**src/rtl/matrix3x3_inverse_core_defines.svh**
```systemverilog
// ----------------------------------------------------------------------------
// matrix3x3_inverse_core_defines
// Assertion macros shared by the 3x3 inverse core.
// ----------------------------------------------------------------------------
`ifndef MATRIX3X3_INVERSE_CORE_DEFINES_SVH
`define MATRIX3X3_INVERSE_CORE_DEFINES_SVH

// same-cycle implication, clocked on clk, off during rst
`define MI3_CHK_IMPL(lbl, ante, cons, msg) \
  lbl: assert property (@(posedge clk) disable iff (rst) (ante) |-> (cons)) \
    else $error(msg);

// next-cycle implication, clocked on clk, off during rst
`define MI3_CHK_NEXT(lbl, ante, cons, msg) \
  lbl: assert property (@(posedge clk) disable iff (rst) (ante) |=> (cons)) \
    else $error(msg);

`endif

```
**src/rtl/mi3_outq.sv**
```systemverilog
// ----------------------------------------------------------------------------
// mi3_outq
// Two-entry output queue; parts the pipeline from the result channel.
// ----------------------------------------------------------------------------
module mi3_outq #(
  parameter int WIDTH = 289
) (
  input  logic             clk,
  input  logic             rst,
  input  logic             push,
  input  logic [WIDTH-1:0] push_data,
  output logic             full,
  output logic             out_vld,
  input  logic             out_rdy,
  output logic [WIDTH-1:0] out_data
);

  logic [WIDTH-1:0] ent [2];
  logic             wp;
  logic             rp;
  logic [1:0]       cnt;
  logic             pop;

  assign pop      = out_vld & out_rdy;
  assign full     = (cnt == 2'd2);
  assign out_vld  = (cnt != 2'd0);
  assign out_data = ent[rp];

  always_ff @(posedge clk) begin
    if (rst) begin
      wp  <= 1'b0;
      rp  <= 1'b0;
      cnt <= 2'd0;
    end else begin
      if (push) wp <= ~wp;
      if (pop)  rp <= ~rp;
      cnt <= cnt + {1'b0, push} - {1'b0, pop};
    end
  end

  always_ff @(posedge clk) begin
    if (push) begin
      ent[wp] <= push_data;
    end
  end

endmodule

```
**config.mk**
```make
export PLATFORM = sky130hd
export DESIGN_NAME = mi3_outq
export DESIGN_NICKNAME = d
export VERILOG_FILES = /design/src/rtl/matrix3x3_inverse_core_defines.svh /design/src/rtl/mi3_outq.sv
export SDC_FILE = /design/constraint.sdc
export NUM_CORES = 1
export LEC_CHECK = 0
export BUFFER_PORTS_ARGS = -buffer_cell sky130_fd_sc_hd__buf_2
export CORE_ASPECT_RATIO = 0.5
export CORE_MARGIN = 8
export CORE_UTILIZATION = 50
export DETAILED_ROUTE_END_ITERATION = 12
export GPL_TIMING_DRIVEN = 0
export PLACE_DENSITY = 0.76
export SLEW_MARGIN = 20
export SYNTH_ARGS = -nofsm -noshare
export SYNTH_HDL_FRONTEND = slang
export SYNTH_SLANG_ARGS = --single-unit
```
**constraint.sdc**
```tcl
create_clock -name clk -period 21.1 [get_ports clk]
set_clock_uncertainty 0.2 [all_clocks]
set_input_delay 3.165 -clock clk [delete_from_list [all_inputs] [get_ports clk]]
set_output_delay 3.165 -clock clk [all_outputs]
set_load 0.005 [all_outputs]
```
## Word level (Yosys, flattened, before mapping)

Memories as Yosys holds them, arrays and structs flattened. A register that Yosys moved wholly into a read port is not among the register bits.
Cells that the tools add are included.

| word-level totals | value |
|---|---|
| flip-flop bits (word level) | 4 |
| bits in writable memories | 578 |
| input bits | 293 |
| output and inout port bits | 291 |
| word-level logic and storage cells | 15 |
| memories | 1 |

Memories:

| memory | depth | width | rd ports | clocked after Yosys merged registers in | wr ports | RTL line | RTL |
|---|---|---|---|---|---|---|---|
| ent | 2 | 289 | 1 | 1 | 1 | mi3_outq.sv:18 | `logic [WIDTH-1:0] ent [2];` |

| operators by class | value |
|---|---|
| add/sub/neg operators | 2 |
| equality and inequality tests | 1 |
| mux-type cells | 4 |
| bitwise operators | 3 |
| reduce and logical (&&, ||, !) cells | 1 |

Operators by type and width:

| operator | number |
|---|---|
| two-way mux 1 bit | 4 |
| adder 2 x 1 -> 2 bit | 1 |
| == test 2 bit, second input constant | 1 |
| inverter 1 bit | 2 |
| nonzero test 2 bit | 1 |
| subtractor 2 x 1 -> 2 bit | 1 |
| AND 1 bit | 1 |

## Longest topological paths before layout

| logic depth | value |
|---|---|
| word-level depth | 4 |
| gate-level depth with buffers | 6 |
| mapped depth without buffers | 6 |

## Least setup slack after synthesis

OpenSTA, ideal clock, no wires.

| timing path | value |
|---|---|
| path type | input to register |
| start | input port push |
| end | memory ent[0][0], enable pin |
| library setup time | 980 ps |
| arrival time | 15590 ps |
| required time | 19920 ps |
| slack | 4330 ps |
| cell stages on the path | 1 |
| path buffers | 0 |
| cells stage by stage | nor2b_1 |

| between the ends | value |
|---|---|
| cells in the longest elaborated chain, start to end | 2 |

RTL lines:

| what | RTL line | RTL |
|---|---|---|
| from (decl) | mi3_outq.sv:10 | `input logic push,` |
| two-way mux 1 bit | mi3_outq.sv:42 | `if (push) begin` |
| two-way mux 1 bit (implied by the code) | mi3_outq.sv:43 | `ent[wp] <= push_data;` |
| to (decl) | mi3_outq.sv:18 |  |

Every way passes these cells.

==> run metrics <==
Setup CP Type register to output port; Top delay family on crit path buffers and inverters; crit path DAT 2.03 ns; Pleak 10.7 nW; hold buffer count at CTS 0; CTS tree built; FF-to-FF setup slack 18.74 ns; min cycle time layout 5.39 ns; syn_nets 1,217; max-cap violations 0; sequential share of the synthesized area 79.6%; cell taking the most area after synthesis edfxtp_1; number of remaining DRC errors 0; Cell Area, Placed 26,000 µm²; WP buf/inv 4; Setup Buffers After CTS 0; worst hold path type register to register; worst rel slew slack 57.8%; Post-DP HPWL 42.0 mm; Worst Setup Start Kind register; post-route cell area 27,500 µm²; Syn. warnings 0; clk slew on worst S/H paths 0.06 ns; CTS Buf Count 50; register area 17,500 µm²; Synth area leaders edfxtp_1 (79%), mux2_4 (14%), mux2_2 (4.7%); fin. max-slew vios 0; status finished clean; Placed Cells 2,109; Buffers on Ports 583; drt total wl 55.2 mm; number of top-level design ports 584; Post-Layout Cell Count 2,210; vias in the first global route 12,240; Initial Utilization 50.5%; total track usage 20.4%; CP max FO 10; H-tree depth 2; vias per inst 5.10; Final Cycle Share 25.6%; Die ar. 51,200 µm²; fillers 3,058; required time worst endpoint 17.74 ns; chip height 164 µm; GP Congestion 0.870; clock tree root driver cell clkbuf_16; area of the multi-input gates 4150 µm²; Worst Hold Launch wp$_SDFFE_PP0P_; DR iter-0 viols 755; RSZ-0062 raised after global routing false; Layout area overhead 25.4%; initial antenna violation count 12; CTS resizes 0; final hold violation count 0; first-pass GRT wire length 78.0 mm; Yosys reg bits 583; DRT Pass-1 Iters 5; Yosys top cell area share 79.2%; FMAX 0.185 GHz; die width 312 µm; vias 11,262; Avg Synthesized Cell Area 23.8 µm²; Slowest-stage cell, CP mux2_4; Core Rows 54; Final setup viols 0; cell count after synthesis 922; Routed WL per cell 25.0 µm; Clock Sink Count 583; largest net degree at the start of global routing 56; share of cells above drive strength 1 61.6%; Pwr per Cell Area 104 nW/µm²; Peak supply drop 78.4 µV; setup_tns 0 ns; max incr delay on CP 0.34 ns; layout net count 1,868; CP most frequent cell buf_6; Worst setup EP type output port; total power draw 0.00285 W; worst hold slack 0.403 ns; reg2reg path depth 5; clock latency at the later pin of the worst-skew pair 0.55 ns; RR Startpoint wp$_SDFFE_PP0P_; Bufs on Longest Clock Path 3; Worst Tran Pin Value 0.632 ns; antenna-violating nets left 0; Core ar. 43,400 µm²; Worst Hold Path EP wp$_SDFFE_PP0P_; Cell Area, Synth 21,900 µm²; worst reg2reg endpoint ent[0][180]$_DFFE_PP_; Distinct cells, synth 15; hold path depth 2; total gr overflow 0; crit-path cells buf_6, buf_6, buf_6, mux2_4, buf_2
## per-stage QoR
stage	setup WS, ns	util [%]
after floorplan	4.33	-
after global placement	-1.60	58.9
after detailed placement	15.74	59.8
after CTS	15.64	63.2
after global routing	15.61	63.3
final	15.71	63.3
## layout by cell type, fill, tap and decap left out, types with 11 or more instances in the layout
master and count:
clkbuf_16 51, buf_2 590, clkinv_2 11, diode_2 12, edfxtp_1 578, clkbuf_1 11
clkinv_1 11, mux2_2 91, mux2_4 200, buf_6 25
## sequential cells by signal, summed over array words and instances, names as in the netlist, named ones only
signal	flops
ent	578
rp	1
wp	1
cnt	2
## power by group
part | switching (W) | internal [W]
sequential | 0.0000194 | 0.00135
clock | 0.000398 | 0.000456
combinational | 0.000292 | 0.000335
total | 0.000710 | 0.00214
## how the worst max path moves through the flow
stage                                        to      from  cells after the start  slack (ns)
after floorplan             ent[0][0]$_DFFE_PP_      push                      1        4.33
after global placement    ent[0][183]$_DFFE_PP_      push                      2       -1.60
after detailed placement  ent[0][184]$_DFFE_PP_      push                      6       15.74
after CTS                         out_data[226]  register                      5       15.64
after global routing              out_data[226]  register                      5       15.61
final                             out_data[274]  register                      5       15.71
## cell usage after synthesis
| master | number |
|---|---|
| mux2_2 | 91 |
| dfxtp_1 | 5 |
| mux2_4 | 200 |
| and2_1 | 1 |
| inv_1 | 2 |
| edfxtp_1 | 578 |
| ha_1 | 2 |
| xnor2_1 | 1 |
| nor2b_1 | 4 |
| or2_2 | 1 |
| nor2_1 | 3 |
| buf_6 | 25 |
| o21a_1 | 1 |
| xnor3_1 | 1 |
| buf_2 | 7 |
## tightest hold or removal path, stage by stage, from the launching register on
cell,delay (ns)
dfxtp_1,0.36
xnor2_1,0.17
nor2_1,0.04
## per-layer routing
metal / wire length (µm) / up-vias / track usage [%]
met5: 0 / - / 0
met1: 19000 / 5736 / 21.9
li1: - / 5010 / -
met4: 1870 / 0 / 7.34
met3: 2470 / 127 / 3.72
met2: 31900 / 389 / 40.1
## layout make-up
cell class / count / area share, %
flip-flops and latches: 583 / 63.5
plain buffers: 32 / 1.15
diodes: 12 / 0.109
multi-input cells: 305 / 15.1
repair buffers: 599 / 12.0
clock buffers: 62 / 4.79
well taps: 588 / 2.68
inverters: 2 / 0.0273
clock inverters: 27 / 0.615
## cells by family (layout without fill, tap and decap cells)
| logic type | after synthesis | in the layout | synth area share (%) |
|---|---|---|---|
| flip-flops | 583 | 583 | 79.6 |
| AND/OR/NAND/NOR | 9 | 9 | 0.223 |
| multiplexers | 291 | 291 | 18.4 |
| adder cells (fa/ha/maj) | 2 | 2 | 0.114 |
| AO/OA/AOI/OAI | 1 | 1 | 0.0343 |
| buffers and inverters | 34 | 722 | 1.48 |
| XOR/XNOR | 2 | 2 | 0.143 |
| other | 0 | 12 | 0 |
Power figures use the tool's default switching activity.
